## src/sv/interpolation_search_core_macros.svh

```systemverilog
// Assertion macros shared by the interpolation search core modules.
`ifndef INTERPOLATION_SEARCH_CORE_MACROS_SVH
`define INTERPOLATION_SEARCH_CORE_MACROS_SVH

// Same-cycle implication, sampled on clk_i and disabled while rst_ni is low.
`define ISC_ASSERT_IMP(lbl, ante, cons, msg) \
  lbl: assert property (@(posedge clk_i) disable iff (!rst_ni) (ante) |-> (cons)) \
    else $error(msg);

// Next-cycle implication, sampled on clk_i and disabled while rst_ni is low.
`define ISC_ASSERT_NXT(lbl, ante, cons, msg) \
  lbl: assert property (@(posedge clk_i) disable iff (!rst_ni) (ante) |=> (cons)) \
    else $error(msg);

`endif

```

## src/sv/isc_pkg.sv

```systemverilog
// Package of the interpolation search core: sizes, codes and control word types.
`default_nettype none

package isc_pkg;

  localparam int unsigned TABLE_DEPTH = 1024;
  localparam int unsigned ADDR_W      = $clog2(TABLE_DEPTH);
  localparam int unsigned IDX_W       = ADDR_W + 1;
  localparam int unsigned DATA_W      = 32;
  localparam int unsigned CFG_W       = 11;
  localparam int unsigned CNT_W       = (CFG_W > IDX_W) ? CFG_W : IDX_W;
  localparam int unsigned REM_W       = DATA_W + ADDR_W;
  localparam int unsigned DSH_W       = DATA_W + ADDR_W - 1;
  localparam int unsigned DCNT_W      = $clog2(ADDR_W + 1);
  localparam int unsigned STEP_W      = 5;

  localparam logic [CFG_W-1:0] CFG_RESET = CFG_W'(1024);

  localparam logic REQ_WRITE  = 1'b0;
  localparam logic REQ_SEARCH = 1'b1;

  typedef enum logic [1:0] {
    RD_NONE,
    RD_LO,
    RD_HI,
    RD_J
  } rd_sel_e;

  typedef enum logic [1:0] {
    LAT_NONE,
    LAT_LO,
    LAT_HI,
    LAT_J
  } lat_sel_e;

  typedef enum logic [3:0] {
    OP_NOP,
    OP_INIT,
    OP_DIFF,
    OP_MUL,
    OP_DSTEP,
    OP_JCALC,
    OP_HIDOWN,
    OP_LOUP,
    OP_LOEQ,
    OP_FINISH
  } op_e;

  typedef enum logic [2:0] {
    C_NEVER,
    C_ALWAYS,
    C_NZERO,
    C_NOLOOP,
    C_CNTNZ,
    C_KEYGT,
    C_KEYEQ,
    C_JZERO
  } cond_e;

  typedef struct packed {
    rd_sel_e             rd;
    lat_sel_e            lat;
    op_e                 op;
    cond_e               cond;
    logic [STEP_W-1:0]   target;
    logic                last;
  } isc_ctl_t;

  typedef struct packed {
    logic n_zero;
    logic loop_ok;
    logic cnt_nz;
    logic key_gt;
    logic key_eq;
    logic j_zero;
  } isc_flags_t;

  localparam isc_ctl_t CTL_NOP = '{
    rd: RD_NONE, lat: LAT_NONE, op: OP_NOP, cond: C_NEVER, target: '0, last: 1'b0
  };

endpackage

`default_nettype wire

```

## src/sv/isc_dp.sv

```systemverilog
// Datapath of the interpolation search: bounds, probe arithmetic and divider.
`default_nettype none
`include "interpolation_search_core_macros.svh"

module isc_dp (
  input  logic                               clk_i,
  input  logic                               rst_ni,
  input  logic                               start_i,
  input  logic signed [isc_pkg::DATA_W-1:0]  key_i,
  input  logic [isc_pkg::IDX_W-1:0]          nsat_i,
  input  isc_pkg::isc_ctl_t                  ctl_i,
  input  logic [isc_pkg::DATA_W-1:0]         rd_data_i,
  output logic                               rd_en_o,
  output logic [isc_pkg::ADDR_W-1:0]         rd_addr_o,
  output isc_pkg::isc_flags_t                flags_o,
  output logic                               found_o,
  output logic [isc_pkg::ADDR_W-1:0]         position_o
);
  import isc_pkg::*;

  logic signed [DATA_W-1:0] key_q;
  logic signed [DATA_W-1:0] tlo_q, thi_q, tj_q;
  logic [IDX_W-1:0]         lo_q;
  logic [ADDR_W-1:0]        hi_q, j_q, span_q, q_q;
  logic [DATA_W-1:0]        num_q, den_q;
  logic [REM_W-1:0]         rem_q;
  logic [DSH_W-1:0]         dsh_q;
  logic [DCNT_W-1:0]        cnt_q;
  logic                     found_q;
  logic [ADDR_W-1:0]        pos_q;

  logic [DATA_W:0]   kdiff, tdiff;
  logic [REM_W-1:0]  prod;
  logic              ge;
  logic [ADDR_W:0]   jsum;
  logic              hit;

  assign kdiff = {key_q[DATA_W-1], key_q} - {tlo_q[DATA_W-1], tlo_q};
  assign tdiff = {thi_q[DATA_W-1], thi_q} - {tlo_q[DATA_W-1], tlo_q};
  assign prod  = num_q * span_q;
  assign ge    = rem_q >= REM_W'(dsh_q);
  assign jsum  = {1'b0, lo_q[ADDR_W-1:0]} + {1'b0, q_q};
  assign hit   = (lo_q < nsat_i) && (tlo_q == key_q);

  assign flags_o.n_zero  = (nsat_i == '0);
  assign flags_o.loop_ok = (lo_q <= {1'b0, hi_q}) && (thi_q >= key_q) && (key_q > tlo_q);
  assign flags_o.cnt_nz  = (cnt_q != '0);
  assign flags_o.key_gt  = key_q > tj_q;
  assign flags_o.key_eq  = key_q == tj_q;
  assign flags_o.j_zero  = (j_q == '0);

  assign rd_en_o = (ctl_i.rd != RD_NONE);

  always_comb begin
    unique case (ctl_i.rd)
      RD_LO:   rd_addr_o = lo_q[ADDR_W-1:0];
      RD_HI:   rd_addr_o = hi_q;
      RD_J:    rd_addr_o = j_q;
      default: rd_addr_o = hi_q;
    endcase
  end

  always_ff @(posedge clk_i) begin
    if (start_i) begin
      key_q <= key_i;
    end

    unique case (ctl_i.lat)
      LAT_LO:  tlo_q <= rd_data_i;
      LAT_HI:  thi_q <= rd_data_i;
      LAT_J:   tj_q  <= rd_data_i;
      default: ;
    endcase

    unique case (ctl_i.op)
      OP_INIT: begin
        lo_q <= '0;
        hi_q <= ADDR_W'(nsat_i - 1'b1);
      end
      OP_DIFF: begin
        // Both differences are non-negative and below 2^32 whenever the probe runs.
        num_q  <= kdiff[DATA_W-1:0];
        den_q  <= tdiff[DATA_W-1:0];
        span_q <= hi_q - lo_q[ADDR_W-1:0];
      end
      OP_MUL: begin
        rem_q <= prod;
        dsh_q <= {den_q, {(ADDR_W-1){1'b0}}};
        cnt_q <= DCNT_W'(ADDR_W - 1);
        q_q   <= '0;
      end
      OP_DSTEP: begin
        // Restoring division, one quotient bit per step; the quotient fits the span.
        rem_q <= ge ? (rem_q - REM_W'(dsh_q)) : rem_q;
        q_q   <= ADDR_W'({q_q, ge});
        dsh_q <= dsh_q >> 1;
        cnt_q <= cnt_q - 1'b1;
      end
      OP_JCALC: begin
        j_q <= (jsum > {1'b0, hi_q}) ? hi_q : jsum[ADDR_W-1:0];
      end
      OP_HIDOWN: begin
        hi_q <= j_q - 1'b1;
      end
      OP_LOUP: begin
        lo_q <= {1'b0, j_q} + 1'b1;
      end
      OP_LOEQ: begin
        lo_q  <= {1'b0, j_q};
        tlo_q <= tj_q;
      end
      OP_FINISH: begin
        found_q <= hit;
        pos_q   <= hit ? lo_q[ADDR_W-1:0] : '0;
      end
      default: ;
    endcase
  end

  assign found_o    = found_q;
  assign position_o = pos_q;

  `ISC_ASSERT_IMP(a_div_bound, ctl_i.op == OP_DSTEP, rem_q < {dsh_q, 1'b0}, "partial remainder too large for the quotient width")
  `ISC_ASSERT_IMP(a_quot_span, ctl_i.op == OP_JCALC, q_q <= span_q, "probe offset beyond the search span")

endmodule

`default_nettype wire

```

## config.mk

```make
export PLATFORM = sky130hd
export DESIGN_NAME = isc_dp
export DESIGN_NICKNAME = d
export VERILOG_FILES = /design/src/sv/isc_pkg.sv /design/src/sv/isc_dp.sv
export VERILOG_INCLUDE_DIRS = /design/src /design/src/sv
export SDC_FILE = /design/constraint.sdc
export NUM_CORES = 2
export LEC_CHECK = 0
export ABC_AREA = 1
export ABC_CLOCK_PERIOD_IN_PS = 14300
export BUFFER_PORTS_ARGS = -buffer_cell sky130_fd_sc_hd__buf_2
export CAP_MARGIN = 20
export CORE_MARGIN = 1.5
export CORE_UTILIZATION = 55
export CTS_CLUSTER_DIAMETER = 200
export CTS_CLUSTER_SIZE = 8
export DETAILED_ROUTE_END_ITERATION = 8
export GPL_TIMING_DRIVEN = 0
export HOLD_SLACK_MARGIN = 0.02
export PLACE_DENSITY = 0.79
export SETUP_SLACK_MARGIN = 0.3
export SLEW_MARGIN = 30
export SYNTH_ARGS = -nofsm -noshare
export SYNTH_HDL_FRONTEND = slang
export SYNTH_SLANG_ARGS = --single-unit
```

## constraint.sdc

```tcl
create_clock -name clk_i -period 14.3 [get_ports clk_i]
set_clock_uncertainty 0.05 [all_clocks]
set_input_delay 2.86 -clock clk_i [delete_from_list [all_inputs] [get_ports clk_i]]
set_output_delay 2.86 -clock clk_i [all_outputs]
set_load 0.05 [all_outputs]
```

; ---- Yosys cells after proc, flatten, opt, wreduce, memory -nomap -nowiden
; Index checks and enable logic that the tools add are counted.
[classes]
add_sub_neg = 9
mul = 1
div_mod_pow = 0
order_cmp = 7
eq_ne = 17
n_shift = 0
muxes = 11
n_bitwise = 0
n_reduce_logical = 12
[op_table]
columns = op, n
row1 = $pmux W42 S2, 1
row2 = $pmux W41 S2, 1
row3 = $eq A32 B32 Y1, 2
row4 = $gt A32 B32 Y1, 2
row5 = $mux W32, 2
row6 = $sub A32 B32 Y32, 2
row7 = $pmux W10 S2, 3
row8 = $ge A42 B41 Y1, 1
row9 = $mul A32 B10 Y42, 1
row10 = $mux W42, 1
row11 = $sub A42 B41 Y42, 1
row12 = $pmux W11 S3, 1
row13 = $ge A32 B32 Y1, 1
row14 = $sub A10 B1 Y10 const B, 2
row15 = $eq A4 B3 Y1 const B, 4
row16 = $add A10 B1 Y11 const B, 1
row17 = $add A10 B10 Y11, 1
row18 = $gt A11 B10 Y1, 1
row19 = $le A11 B10 Y1, 1
row20 = $logic_not A11 Y1, 1
row21 = $lt A11 B11 Y1, 1
row22 = $logic_not A10 Y1, 1
row23 = $mux W10, 1
row24 = $sub A10 B10 Y10, 1
row25 = other kinds (13), 23
[totals]
reg_bits = 341
latch_bits = 0
ram_bits = 0
rom_bits = 0
in_bits = 95
n_memories = 0

; ---- Longest topological paths before layout
[logic_depth]
ltp_word = 3
depth_mapped = 26
mapped_depth_nobuf = 25

; ---- Worst setup path after synthesis
; No wires, ideal clock.
[synth_timing]
path_type = in2reg
from = in ctl_i[12] (netlist bit)
to = reg den_q[0], enable pin
t_arrival_ns = 10.097
path_slack_ns = 3.456
path_stages = 1
path_buffers = 0
cell_sequence = nor4_1
[synth_between]
elab_chain_cells = 1
[synth_lines]
columns = element, line
row1 = start: declaration, isc_dp.sv:11  ; input isc_pkg::isc_ctl_t ctl_i,
row2 = $eq A4 B2 Y1, isc_dp.sv:75  ; unique case (ctl_i.op)
row3 = end signal: assignment, isc_dp.sv:83  ; den_q <= tdiff[DATA_W-1:0];
row4 = end: declaration, isc_dp.sv:25  ; logic [DATA_W-1:0] num_q, den_q;
; No other way between the ends.
; A chain may end at the register's enable or synchronous reset.

; ---- Worst setup path after layout
[layout_timing]
from = in ctl_i[15] (netlist bit)
to = out rd_addr_o[0] (netlist bit)
[layout_between]
elab_chain_cells = 2
elab_cells_between_ends = 3
cone_classes = eq/ne (2) / mux (1)
[layout_lines]
columns = element, line
row1 = $eq A2 B2 Y1 or $eq A2 B1 Y1 (tied branches), isc_dp.sv:55  ; unique case (ctl_i.rd)
row2 = $pmux W10 S2 *, isc_dp.sv:55
row3 = end: declaration, isc_dp.sv:14  ; output logic [isc_pkg::ADDR_W-1:0] rd_addr_o,
; Mark *: on every way between the ends. The rest lies on a longest branch, timed or not.

==> run_results.csv <==
group,metric,value,unit
grt,grt_usage,30.93,%
worst_setup_path,critPathLaunch,"ctl_i[15]",
yosys,synthCells,4337,
detailed_routing,routed.top_layer,"met4",
detailed_routing,met2_length,44620,µm
sta,slew_headroom,37.52,%
pwr,peakVddDrop,0.09995,mV
floorplanning,initial_utilization,55.67,%
clock_network,h-tree-depth,2,
cells_and_area,final_util,60.58,%
detailed_routing,vias,29107,
detailed_routing,met3_length,7459,µm
detailed_routing,wl,96700,µm
cells_and_area,final_design_area_no_fill,0.03663,mm²
placement,port_buffers,112,
yosys,synthesis.area,0.03367,mm²
sta,setup_violations,0,
placement,dp.cells,5248,
floorplanning,die_h,250.4,µm
sta,fmax,0.1413,GHz
clock_network,post_cts_buffers,0,
yosys,syn_nets,4974,
yosys,syn_avg_cell_area,7.763,µm²
detailed_routing,avgRoutedWirePerCell,18.23,µm
worst_setup_path,crit_path_max_fanout,10,
pwr,pwr_density_cell,126.7,mW/mm²
clock_network,path_clk_slew,50,ps
cells_and_area,nets,5153,
cells_and_area,layout-drive-gt1-share,5.158,%
worst_setup_path,rr_worst_depth,20,
worst_setup_path,cp.arrival,4170,ps
run,drv_cap,0,
floorplanning,dieWidth,250.4,µm
yosys,synth_seq_cells,341,
floorplanning,row_count,90,
floorplanning,die-area,0.06271,mm²
yosys,yosys_warnings,0,
placement,place_area,0.03538,mm²
cells_and_area,area_delta_synth_final,8.804,%
worst_setup_path,r2r_setup_slack,8080,ps
sta,fin_crit_sh,49.50,%
floorplanning,core,0.06047,mm²
grt,antenna_found_initial,3,
run_status,status,"finished clean",
yosys,synth.yosys.seq_area_share,30.42,%
clock_network,cts-buffers-inserted,48,
clock_network,clockBufferDepth,3,
clock_network,cts_tree,"built",
floorplanning,io_pins,123,
grt,grt_max_degree,43,
clock_network,clock_sinks,341,
worst_setup_path,r2r-start,"span_q[1]",
grt,overflow,0,
yosys,yosysUniqueCellTypes,44,
placement,gp_congestion,1.003,
detailed_routing,viasPerCell,5.489,
worst_hold_path,holdPathEnd,"dsh_q[29]",
detailed_routing,drc,0,
worst_setup_path,path_class,"in -> out",
detailed_routing,drt_iter0_markers,2553,
sta,rsz0062_at_grt,"no",
worst_setup_path,cp-start-kind,"primary input",
placement,dpl.hpwl,78750,µm
worst_hold_path,min_path_type,"reg -> reg",
clock_network,cts_hold_buf,0,
sta,hold_viol_final,0,
detailed_routing,dr.pass1.iters,6,
sta,timing.final.max_slew_violations,0,
worst_hold_path,hold_depth,2,
detailed_routing,ant_nets,0,
worst_setup_path,critPathRequiredTime,11390,ps
cells_and_area,layout_common_cells,"nand2_1, inv_1, edfxtp_1",
detailed_routing,routedLengthMet1,39920,µm
worst_setup_path,r2r_end,"rem_q[23]",
worst_hold_path,hp-start,"den_q[20]",
clock_network,cts_root_buf,"clkbuf_16",
pwr,leakage,19.19,nW
worst_setup_path,endpoint_kind,"output port",
clock_network,post_cts_resized,0,
sta,period_minus_slack,7079,ps
cells_and_area,final_cells,5303,
grt,grt_pass1_vias,28286,
cells_and_area,layout_commonest_cell,"nand2_1",
grt,grt_pass1_wl,150600,µm
clock_network,clk_latency,590,ps
pwr,total_power,4.640,mW
sta,worst-slew-pin-transition,937.3,ps
sta,fin_tns_setup,0,ps
[worst max path at each step]
stage                     slack, ps  cells past startpoint           end
after global routing           7220                      6  rd_addr_o[0]
after global placement          890                      2     den_q[17]
final                          7220                      6  rd_addr_o[0]
after CTS                      7290                      6  rd_addr_o[0]
after floorplan                3460                      1      den_q[0]
after detailed placement       7340                      6  rd_addr_o[6]
[layout make-up]
class,count,area (µm²)
fillers,5393,23840
multi-input cells,2995,19690
flip-flops and latches,341,10240
inverters,905,3397
clock buffers,48,1201
well taps,782,978.4
repair buffers,129,688.2
plain buffers,96,385.4
clock inverters,3,43.79
diodes,4,10.01
[routing by layer]
layer,up-vias,GRT usage (%)
met5,-,0
met2,1244,50.59
met4,0,14.96
li1,14006,-
met1,13616,41.16
met3,241,3.419
[cell families (layout without fill, tap and decap cells)]
group / Yosys count / in the layout / share of synthesized area [%]
and+or+nand+nor: 1854 / 1854 / 22.33
buffers and inverters: 1001 / 1181 / 11.24
adders and majority gates: 542 / 542 / 25.56
AOI/OAI and AO/OA: 518 / 518 / 8.347
DFF: 341 / 341 / 30.42
xor gates and xnor gates: 81 / 81 / 2.107
other: 0 / 4 / 0
[per-stage QoR]
| step | hold slack [ps] | setup slack, ps |
|---|---|---|
| 3_3_place_gp | 457.1 | 893.1 |
| 5_1_grt | 494.9 | 7220 |
| 2_1_floorplan | 450.0 | 3456 |
| 3_5_place_dp | 463.5 | 7338 |
| 4_1_cts | 469.2 | 7289 |
| 6_report | 472.5 | 7221 |
[state kept, by name, indices dropped and copies added, names as in the netlist, 11 cells and up]
signal,cells
tlo_q,32
rem_q,42
lo_q,11
key_q,32
tj_q,32
dsh_q,41
num_q,32
thi_q,32
den_q,32
[cell usage after synthesis]
| library cell | number | share of area, % |
|---|---|---|
| xor2_1 | 56 | 1.5 |
| or2_2 | 4 | 0.074 |
| a21oi_1 | 239 | 3.6 |
| nand4_1 | 42 | 0.78 |
| o221ai_1 | 9 | 0.23 |
| o21ai_4 | 2 | 0.097 |
| nand2_2 | 1 | 0.019 |
| o21ai_2 | 6 | 0.16 |
| and2_1 | 8 | 0.15 |
| nand3_2 | 2 | 0.059 |
| nand3b_1 | 21 | 0.47 |
| ha_1 | 299 | 11 |
| buf_2 | 8 | 0.12 |
| clkbuf_1 | 83 | 0.93 |
| inv_1 | 900 | 10 |
| edfxtp_1 | 341 | 30 |
| nor3_1 | 34 | 0.51 |
| o2111ai_1 | 1 | 0.026 |
| and3b_1 | 1 | 0.026 |
| nor2_1 | 278 | 3.1 |
| a21boi_0 | 3 | 0.067 |
| a21o_1 | 14 | 0.31 |
| a31oi_1 | 4 | 0.074 |
| o22ai_1 | 7 | 0.13 |
| nor3b_1 | 1 | 0.022 |
| o21a_1 | 6 | 0.13 |
| inv_2 | 5 | 0.056 |
| nor2_4 | 1 | 0.033 |
| o21ai_0 | 193 | 2.9 |
| nor3_2 | 3 | 0.089 |
| xnor2_1 | 25 | 0.65 |
| o31ai_1 | 1 | 0.022 |
| nand2_1 | 1280 | 14 |
| nand3_1 | 154 | 2.3 |
| o32ai_1 | 1 | 0.026 |
| fa_1 | 243 | 14 |
| o21bai_1 | 22 | 0.49 |
| buf_1 | 3 | 0.033 |
| nor4_1 | 11 | 0.20 |
| nor2_2 | 11 | 0.20 |
| o211ai_1 | 1 | 0.022 |
| buf_6 | 2 | 0.067 |
| o21ai_1 | 9 | 0.13 |
| and3_1 | 2 | 0.037 |
[where the power goes]
group          total (mW)  switching (mW)  internal [mW]
clock network        1.00           0.414          0.588
logic                2.36            1.58          0.779
registers            1.28          0.0388           1.24
[critical path: stages]
cell,delay (ps)
buf_2,120
inv_1,40
nor2_1,560
nand2_1,140
o221ai_1,130
buf_2,320
Note: power is estimated with default switching activity, not from simulation.
