### config.mk
export PLATFORM = sky130hd
export DESIGN_NAME = isc_useq
export DESIGN_NICKNAME = d
export VERILOG_FILES = /design/src/sv/isc_pkg.sv /design/src/sv/isc_useq.sv
export VERILOG_INCLUDE_DIRS = /design/src /design/src/sv
export SDC_FILE = /design/constraint.sdc
export NUM_CORES = 1
export LEC_CHECK = 0
export BUFFER_PORTS_ARGS = -buffer_cell sky130_fd_sc_hd__buf_2
export CAP_MARGIN = 0
export CORE_MARGIN = 2
export CORE_UTILIZATION = 50
export DETAILED_ROUTE_END_ITERATION = 10
export PLACE_DENSITY = 0.82
export SLEW_MARGIN = 20
export SYNTH_ARGS = -nofsm -noshare
export SYNTH_HDL_FRONTEND = slang
export SYNTH_SLANG_ARGS = --single-unit
### constraint.sdc
create_clock -name clk_i -period 2.9 [get_ports clk_i]
set_input_delay 0.29 -clock clk_i [delete_from_list [all_inputs] [get_ports clk_i]]
set_output_delay 0.29 -clock clk_i [all_outputs]
set_load 0.05 [all_outputs]
### src/sv/interpolation_search_core_macros.svh
// Assertion macros shared by the interpolation search core modules.
`ifndef INTERPOLATION_SEARCH_CORE_MACROS_SVH
`define INTERPOLATION_SEARCH_CORE_MACROS_SVH

// Same-cycle implication, sampled on clk_i and disabled while rst_ni is low.
`define ISC_ASSERT_IMP(lbl, ante, cons, msg) \
  lbl: assert property (@(posedge clk_i) disable iff (!rst_ni) (ante) |-> (cons)) \
    else $error(msg);

// Next-cycle implication, sampled on clk_i and disabled while rst_ni is low.
`define ISC_ASSERT_NXT(lbl, ante, cons, msg) \
  lbl: assert property (@(posedge clk_i) disable iff (!rst_ni) (ante) |=> (cons)) \
    else $error(msg);

`endif

### src/sv/isc_pkg.sv
// Package of the interpolation search core: sizes, codes and control word types.
`default_nettype none

package isc_pkg;

  localparam int unsigned TABLE_DEPTH = 1024;
  localparam int unsigned ADDR_W      = $clog2(TABLE_DEPTH);
  localparam int unsigned IDX_W       = ADDR_W + 1;
  localparam int unsigned DATA_W      = 32;
  localparam int unsigned CFG_W       = 11;
  localparam int unsigned CNT_W       = (CFG_W > IDX_W) ? CFG_W : IDX_W;
  localparam int unsigned REM_W       = DATA_W + ADDR_W;
  localparam int unsigned DSH_W       = DATA_W + ADDR_W - 1;
  localparam int unsigned DCNT_W      = $clog2(ADDR_W + 1);
  localparam int unsigned STEP_W      = 5;

  localparam logic [CFG_W-1:0] CFG_RESET = CFG_W'(1024);

  localparam logic REQ_WRITE  = 1'b0;
  localparam logic REQ_SEARCH = 1'b1;

  typedef enum logic [1:0] {
    RD_NONE,
    RD_LO,
    RD_HI,
    RD_J
  } rd_sel_e;

  typedef enum logic [1:0] {
    LAT_NONE,
    LAT_LO,
    LAT_HI,
    LAT_J
  } lat_sel_e;

  typedef enum logic [3:0] {
    OP_NOP,
    OP_INIT,
    OP_DIFF,
    OP_MUL,
    OP_DSTEP,
    OP_JCALC,
    OP_HIDOWN,
    OP_LOUP,
    OP_LOEQ,
    OP_FINISH
  } op_e;

  typedef enum logic [2:0] {
    C_NEVER,
    C_ALWAYS,
    C_NZERO,
    C_NOLOOP,
    C_CNTNZ,
    C_KEYGT,
    C_KEYEQ,
    C_JZERO
  } cond_e;

  typedef struct packed {
    rd_sel_e             rd;
    lat_sel_e            lat;
    op_e                 op;
    cond_e               cond;
    logic [STEP_W-1:0]   target;
    logic                last;
  } isc_ctl_t;

  typedef struct packed {
    logic n_zero;
    logic loop_ok;
    logic cnt_nz;
    logic key_gt;
    logic key_eq;
    logic j_zero;
  } isc_flags_t;

  localparam isc_ctl_t CTL_NOP = '{
    rd: RD_NONE, lat: LAT_NONE, op: OP_NOP, cond: C_NEVER, target: '0, last: 1'b0
  };

endpackage

`default_nettype wire

### src/sv/isc_useq.sv
// Microcode sequencer: step counter, control store and conditional jumps.
`default_nettype none
`include "interpolation_search_core_macros.svh"

module isc_useq (
  input  logic               clk_i,
  input  logic               rst_ni,
  input  logic               start_i,
  input  logic               out_free_i,
  input  isc_pkg::isc_flags_t flags_i,
  output logic               busy_o,
  output isc_pkg::isc_ctl_t  ctl_o
);
  import isc_pkg::*;

  localparam logic [STEP_W-1:0] S_INIT   = STEP_W'(0);
  localparam logic [STEP_W-1:0] S_RDLO   = STEP_W'(1);
  localparam logic [STEP_W-1:0] S_RDHI   = STEP_W'(2);
  localparam logic [STEP_W-1:0] S_LATHI  = STEP_W'(3);
  localparam logic [STEP_W-1:0] S_TEST   = STEP_W'(4);
  localparam logic [STEP_W-1:0] S_MUL    = STEP_W'(5);
  localparam logic [STEP_W-1:0] S_DIV    = STEP_W'(6);
  localparam logic [STEP_W-1:0] S_JCALC  = STEP_W'(7);
  localparam logic [STEP_W-1:0] S_RDJ    = STEP_W'(8);
  localparam logic [STEP_W-1:0] S_LATJ   = STEP_W'(9);
  localparam logic [STEP_W-1:0] S_CMPGT  = STEP_W'(10);
  localparam logic [STEP_W-1:0] S_CMPEQ  = STEP_W'(11);
  localparam logic [STEP_W-1:0] S_DOWN   = STEP_W'(12);
  localparam logic [STEP_W-1:0] S_RDHI2  = STEP_W'(13);
  localparam logic [STEP_W-1:0] S_UP     = STEP_W'(14);
  localparam logic [STEP_W-1:0] S_RDLO2  = STEP_W'(15);
  localparam logic [STEP_W-1:0] S_LATLO2 = STEP_W'(16);
  localparam logic [STEP_W-1:0] S_EQ     = STEP_W'(17);
  localparam logic [STEP_W-1:0] S_FIN    = STEP_W'(18);

  function automatic isc_ctl_t mk(rd_sel_e rd, lat_sel_e lat, op_e op, cond_e cond,
                                  logic [STEP_W-1:0] target, logic last);
    isc_ctl_t w;
    w.rd     = rd;
    w.lat    = lat;
    w.op     = op;
    w.cond   = cond;
    w.target = target;
    w.last   = last;
    return w;
  endfunction

  logic              busy_q, busy_d;
  logic [STEP_W-1:0] pc_q, pc_d;
  isc_ctl_t          word;
  logic              take;
  logic              hold;

  // Control store. Reads of the table are latched in the step after the request.
  always_comb begin
    unique case (pc_q)
      S_INIT:   word = mk(RD_NONE, LAT_NONE, OP_INIT,   C_NZERO,  S_FIN,   1'b0);
      S_RDLO:   word = mk(RD_LO,   LAT_NONE, OP_NOP,    C_NEVER,  S_INIT,  1'b0);
      S_RDHI:   word = mk(RD_HI,   LAT_LO,   OP_NOP,    C_NEVER,  S_INIT,  1'b0);
      S_LATHI:  word = mk(RD_NONE, LAT_HI,   OP_NOP,    C_NEVER,  S_INIT,  1'b0);
      S_TEST:   word = mk(RD_NONE, LAT_NONE, OP_DIFF,   C_NOLOOP, S_FIN,   1'b0);
      S_MUL:    word = mk(RD_NONE, LAT_NONE, OP_MUL,    C_NEVER,  S_INIT,  1'b0);
      S_DIV:    word = mk(RD_NONE, LAT_NONE, OP_DSTEP,  C_CNTNZ,  S_DIV,   1'b0);
      S_JCALC:  word = mk(RD_NONE, LAT_NONE, OP_JCALC,  C_NEVER,  S_INIT,  1'b0);
      S_RDJ:    word = mk(RD_J,    LAT_NONE, OP_NOP,    C_NEVER,  S_INIT,  1'b0);
      S_LATJ:   word = mk(RD_NONE, LAT_J,    OP_NOP,    C_NEVER,  S_INIT,  1'b0);
      S_CMPGT:  word = mk(RD_NONE, LAT_NONE, OP_NOP,    C_KEYGT,  S_UP,    1'b0);
      S_CMPEQ:  word = mk(RD_NONE, LAT_NONE, OP_NOP,    C_KEYEQ,  S_EQ,    1'b0);
      S_DOWN:   word = mk(RD_NONE, LAT_NONE, OP_HIDOWN, C_JZERO,  S_FIN,   1'b0);
      S_RDHI2:  word = mk(RD_HI,   LAT_NONE, OP_NOP,    C_ALWAYS, S_LATHI, 1'b0);
      S_UP:     word = mk(RD_NONE, LAT_NONE, OP_LOUP,   C_NEVER,  S_INIT,  1'b0);
      S_RDLO2:  word = mk(RD_LO,   LAT_NONE, OP_NOP,    C_NEVER,  S_INIT,  1'b0);
      S_LATLO2: word = mk(RD_NONE, LAT_LO,   OP_NOP,    C_ALWAYS, S_TEST,  1'b0);
      S_EQ:     word = mk(RD_NONE, LAT_NONE, OP_LOEQ,   C_ALWAYS, S_FIN,   1'b0);
      default:  word = mk(RD_NONE, LAT_NONE, OP_FINISH, C_NEVER,  S_INIT,  1'b1);
    endcase
  end

  always_comb begin
    unique case (word.cond)
      C_NEVER:  take = 1'b0;
      C_ALWAYS: take = 1'b1;
      C_NZERO:  take = flags_i.n_zero;
      C_NOLOOP: take = !flags_i.loop_ok;
      C_CNTNZ:  take = flags_i.cnt_nz;
      C_KEYGT:  take = flags_i.key_gt;
      C_KEYEQ:  take = flags_i.key_eq;
      C_JZERO:  take = flags_i.j_zero;
      default:  take = 1'b0;
    endcase
  end

  // The closing step waits until the result register can take the answer.
  assign hold = word.last && !out_free_i;

  always_comb begin
    busy_d = busy_q;
    pc_d   = pc_q;
    ctl_o  = CTL_NOP;
    if (!busy_q) begin
      if (start_i) begin
        busy_d = 1'b1;
        pc_d   = S_INIT;
      end
    end else if (!hold) begin
      ctl_o = word;
      if (word.last) begin
        busy_d = 1'b0;
      end else if (take) begin
        pc_d = word.target;
      end else begin
        pc_d = pc_q + 1'b1;
      end
    end
  end

  always_ff @(posedge clk_i or negedge rst_ni) begin
    if (!rst_ni) begin
      busy_q <= 1'b0;
      pc_q   <= S_INIT;
    end else begin
      busy_q <= busy_d;
      pc_q   <= pc_d;
    end
  end

  assign busy_o = busy_q;

  `ISC_ASSERT_IMP(a_pc_range, busy_q, pc_q <= S_FIN, "step counter outside the program")
  `ISC_ASSERT_NXT(a_fin_hold, busy_q && word.last && !out_free_i, busy_q && pc_q == $past(pc_q), "closing step left while the result register was full")

endmodule

`default_nettype wire

After elaboration in Yosys (flattened, before gate mapping):

Memory sizes are Yosys's and may differ from the RTL's.
Cells that the tools add are included.

* add/subtract/negate cells: 1
* multiply operators: 0
* divide/modulo/power cells: 0
* magnitude comparators: 0
* equal/unequal tests: 9
* shifts and indexed selects: 0
* mux-type cells: 12
* bitwise gates (word level): 0
* reductions and logical operators: 6

Operators by type and width (number)
* two-way mux 17 bit: 2
* two-way mux 5 bit: 5
* == test 3 bit, second input constant: 4
* case mux 1 bit (8 select lines): 1
* == test 3 x 2 -> 1 bit, second input constant: 2
* adder 5 x 1 -> 5 bit, second input constant: 1
* two-way mux 1 bit: 4
* inequality test 2 bit, second input constant: 2
* == test 3 x 1 -> 1 bit, second input constant: 1
* zero test 3 bit: 1
* AND reduction 3 bit: 1
* zero test 1 bit: 2
* nonzero test 2 bit: 1
* logical AND 1 bit: 1

* bits in registers: 6
* latch bits: 0
* memory bits (writable): 0
* memory bits (read-only): 544
* input port bits: 10
* output and inout port bits: 18
* word-level logic and storage cells: 31
* memories kept: 1

Memories
* (name not given): words 32, bits a word 17, rd ports 1, clocked after Yosys merged registers in 0, wr ports 0, line isc_useq.sv:56 `unique case (pc_q)`

Depth between registers and ports, before layout:

An unclocked memory read counts as a cell.

* word-level depth: 7
* gate-level depth with buffers: 8
* mapped depth without buffers: 8

Least setup slack after synthesis:

OpenSTA, ideal clock, no wires.

* path kind: reg2out
* from: register pc_q[2]
* to: output port ctl_o[13] (netlist name)
* data arrival time: 3568 ps
* required time: 2610 ps
* slack: -958 ps
* stages on the path, launching flop included: 6
* path buffers: 1
* cell sequence: dfrtp_1 -> clkbuf_2 -> nor3_1 -> nand2b_1 -> o21ai_0 -> a2111oi_0

RTL lines
* from (decl): line isc_useq.sv:49 `logic [STEP_W-1:0] pc_q, pc_d;`
* from (signal assigned): line isc_useq.sv:123 `pc_q <= pc_d;`
* to (decl): line isc_useq.sv:12 `output isc_pkg::isc_ctl_t ctl_o`

==> summary.json <==
{
  "status": {"value": "completed"},
  "period_utilization_post_route": {"value": 0.935},
  "post-dp-hpwl": {"value": 2000, "unit": "um"},
  "clkSlewWorstSetupHoldPaths": {"value": 40, "unit": "ps"},
  "min_path_type": {"value": "input pin to flip-flop"},
  "r2r_cells": {"value": 8},
  "antennaDiodeCount": {"value": 0},
  "die_h": {"value": 45.6, "unit": "um"},
  "routedLengthMet1": {"value": 1040, "unit": "um"},
  "area_occupied_by_multi_input_gates": {"value": 664, "unit": "um2"},
  "final_global_route_overflow_total": {"value": 0},
  "synth.cell_area": {"value": 866, "unit": "um2"},
  "synth-seq-area-share": {"value": 0.173},
  "timing.critical_path.arrival": {"value": 2420, "unit": "ps"},
  "ys.warnings.count": {"value": 0},
  "wire_per_inst": {"value": 15.5, "unit": "um"},
  "nets": {"value": 164},
  "final_critical_delay_including_setup_and_external_delays": {"value": 2710, "unit": "ps"},
  "timing.slew.headroom": {"value": 0.407},
  "largest_net_degree_at_the_start_of_global_routing": {"value": 17},
  "ctsLongestPathBuffers": {"value": 2},
  "postSynth.asyncResetShare": {"value": 1.00},
  "dpl.cell_count": {"value": 160},
  "number_of_buffers_created_by_cts": {"value": 3},
  "worst_setup_path_end_kind": {"value": "output pin"},
  "postCtsSetupBuffers": {"value": 0},
  "timing_hold_violations_final": {"value": 0},
  "final-instance-count-excl-fill": {"value": 164},
  "tritoncts_num_sinks": {"value": 6},
  "setup.worst_path.class": {"value": "flip-flop to output pin"},
  "setup-violations-final": {"value": 0},
  "timing.rr.end": {"value": "pc_q[3]$_DFFE_PN0P_"},
  "fill_cells": {"value": 156},
  "fin_tns_setup": {"value": 0, "unit": "ps"},
  "clock.fmax": {"value": 369, "unit": "MHz"},
  "route.detailed.drc": {"value": 0},
  "max-cap-violations": {"value": 0},
  "syn_area_per_cell": {"value": 7.22, "unit": "um2"},
  "grt_pass1_vias": {"value": 905},
  "min-delay-start": {"value": "start_i"},
  "worst_setup_path_start_kind": {"value": "flip-flop"},
  "total_core_area": {"value": 1670, "unit": "um2"},
  "floorplan.die_area": {"value": 2080, "unit": "um2"},
  "worstReg2RegStart": {"value": "pc_q[1]$_DFFE_PN0P_"},
  "cts-htree-levels": {"value": 1},
  "share_of_cells_above_drive_strength_1": {"value": 0.293},
  "drt-initial-drc-count": {"value": 38},
  "synth-edff-count": {"value": 0},
  "met3_length": {"value": 193, "unit": "um"},
  "worst_clock_skew": {"value": 1.44, "unit": "ps"},
  "post_synth_xor_area_fraction": {"value": 0.0202},
  "ff2ff_setup_slack": {"value": 330, "unit": "ps"},
  "post_synthesis_share_of_cell_area_spent_on_and_or_nand_and_nor_gates": {"value": 0.299},
  "cts.hold.buffers_added": {"value": 1},
  "route.vias.total": {"value": 1008},
  "clock_insertion_delay_at_the_later_pin_of_the_skew_report": {"value": 240, "unit": "ps"},
  "grt_overall_usage": {"value": 0.271},
  "post_synth_mux_area_share": {"value": 0.0925},
  "synth-compound-area-share": {"value": 0.276},
  "yosys.cell_types.count": {"value": 41},
  "cts-resized-gates": {"value": 0},
  "routed_wirelength": {"value": 2540, "unit": "um"},
  "ant_nets": {"value": 0},
  "area.growth.synth_to_final": {"value": 21.1, "unit": "%"},
  "synth_seq_cells": {"value": 6},
  "rsz0062_at_grt": {"value": "no"},
  "sequential_cell_area": {"value": 150, "unit": "um2"},
  "clockRootBuffer": {"value": "sky130_fd_sc_hd__clkbuf_4"},
  "drt-pass1-iter-count": {"value": 7},
  "dominant_combinational_cell_family_by_area_after_synthesis": {"value": "simple AND/OR/NAND/NOR gates"},
  "antenna_violations_before_repair": {"value": 0},
  "start_util": {"value": 0.518},
  "tritoncts": {"value": "yes"},
  "worst_slew_pin_tran": {"value": 880, "unit": "ps"},
  "place.gp.congestion": {"value": 1.01},
  "timing.critical_path.fanout_max": {"value": 13},
  "number_of_buffers_added_on_ports": {"value": 27},
  "fp-row-count": {"value": 15},
  "main_synth_ff_type": {"value": "sky130_fd_sc_hd__dfrtp_1"},
  "grt_first_pass_wirelength": {"value": 4110, "unit": "um"},
  "synth-adder-area-share": {"value": 0.0723},
  "post_drt_via_cell_ratio": {"value": 6.15},
  "hold_depth": {"value": 3},
  "design.portCount": {"value": 28},
  "fin_util": {"value": 0.628},
  "post_synth_inst_count": {"value": 120},
  "route.top_layer_used": {"value": "met4"},
  "routed-wl-met2": {"value": 1290, "unit": "um"},
  "terminating_pin_of_the_worst_hold_path": {"value": "busy_o$_DFF_PN0_"},
  "report.final.slew_viol_count": {"value": 0},
  "syn_nets": {"value": 135},
  "chipWidth": {"value": 45.6, "unit": "um"},
  "required": {"value": 2610, "unit": "ps"}
}
==> worst max-delay path by stage <==
stage                             start             endpoint  slack (ps)  depth (start not counted)
global placement    pc_q[1]$_DFFE_PN0P_  pc_q[3]$_DFFE_PN0P_         490                          8
global route        pc_q[3]$_DFFE_PN0P_            ctl_o[13]          60                          5
finish              pc_q[3]$_DFFE_PN0P_            ctl_o[13]         190                          5
detailed placement  pc_q[1]$_DFFE_PN0P_  pc_q[3]$_DFFE_PN0P_         380                          8
CTS                 pc_q[3]$_DFFE_PN0P_            ctl_o[13]         220                          5
floorplan           pc_q[2]$_DFFE_PN0P_            ctl_o[12]         330                          5
==> area by class of cell <==
type | instances | share of cell area
sequential | 6 | 0.143
inverter | 6 | 0.0215
timing repair buffer | 31 | 0.160
tap | 17 | 0.0203
multi-input combinational | 101 | 0.634
clock buffer | 3 | 0.0215
==> stage by stage <==
stage               worst slack (ps)  hold WS (ps)  cell area (um2)
floorplan                        327         -5.59              872
detailed placement               383           121             1020
global placement                 490           118             1020
CTS                              218           289             1050
finish                           190           288             1050
global route                    64.1           299             1050
==> cells by family after synthesis <==
group           after synthesis
fa+ha+maj                     5
flops                         6
buf+inv                      13
compound gates               34
simple gates                 53
mux                           7
xor+xnor                      2
==> synth_stat cells (4+ instances only) <==
library cell	n	area, um2
sky130_fd_sc_hd__nand3_1	4	20.0
sky130_fd_sc_hd__inv_1	4	15.0
sky130_fd_sc_hd__a21oi_1	9	45.0
sky130_fd_sc_hd__clkbuf_1	5	18.8
sky130_fd_sc_hd__nand2_1	13	48.8
sky130_fd_sc_hd__nand2b_1	6	37.5
sky130_fd_sc_hd__dfrtp_1	6	150
sky130_fd_sc_hd__mux2i_1	4	40.0
sky130_fd_sc_hd__ha_1	5	62.6
sky130_fd_sc_hd__nor2_1	15	56.3
==> state kept, by name, summed over array words and instances (netlist names) <==
register	cells
busy_o	1
pc_q	5
==> per-layer routing <==
metal | up-vias | track usage
li1 | 488 | -
met1 | 460 | 0.353
met2 | 58 | 0.468
met3 | 2 | 0.0437
met4 | 0 | 0.0588
met5 | - | 0
==> placed cells by master (no fill, tap or decap), drive strengths merged, types with 5 or more instances in the layout <==
cell    Yosys  final
buf         1     30
nor2       15     15
nand2      13     13
a21oi       9      9
nand2b      6      6
dfrtp       6      6
ha          5      5
inv         5      5
mux2i       5      5
==> critical path, cell delays in order, from the launching register on <==
cell                        delay, ps
sky130_fd_sc_hd__dfrtp_1          540
sky130_fd_sc_hd__nor3_1           370
sky130_fd_sc_hd__nand2b_1         200
sky130_fd_sc_hd__o21ai_0          310
sky130_fd_sc_hd__a2111oi_2        440
sky130_fd_sc_hd__buf_2            320
Power is left out: the tool's default activity adds up to more than one toggle a clock period on the data nets, which glitch-free logic cannot reach.
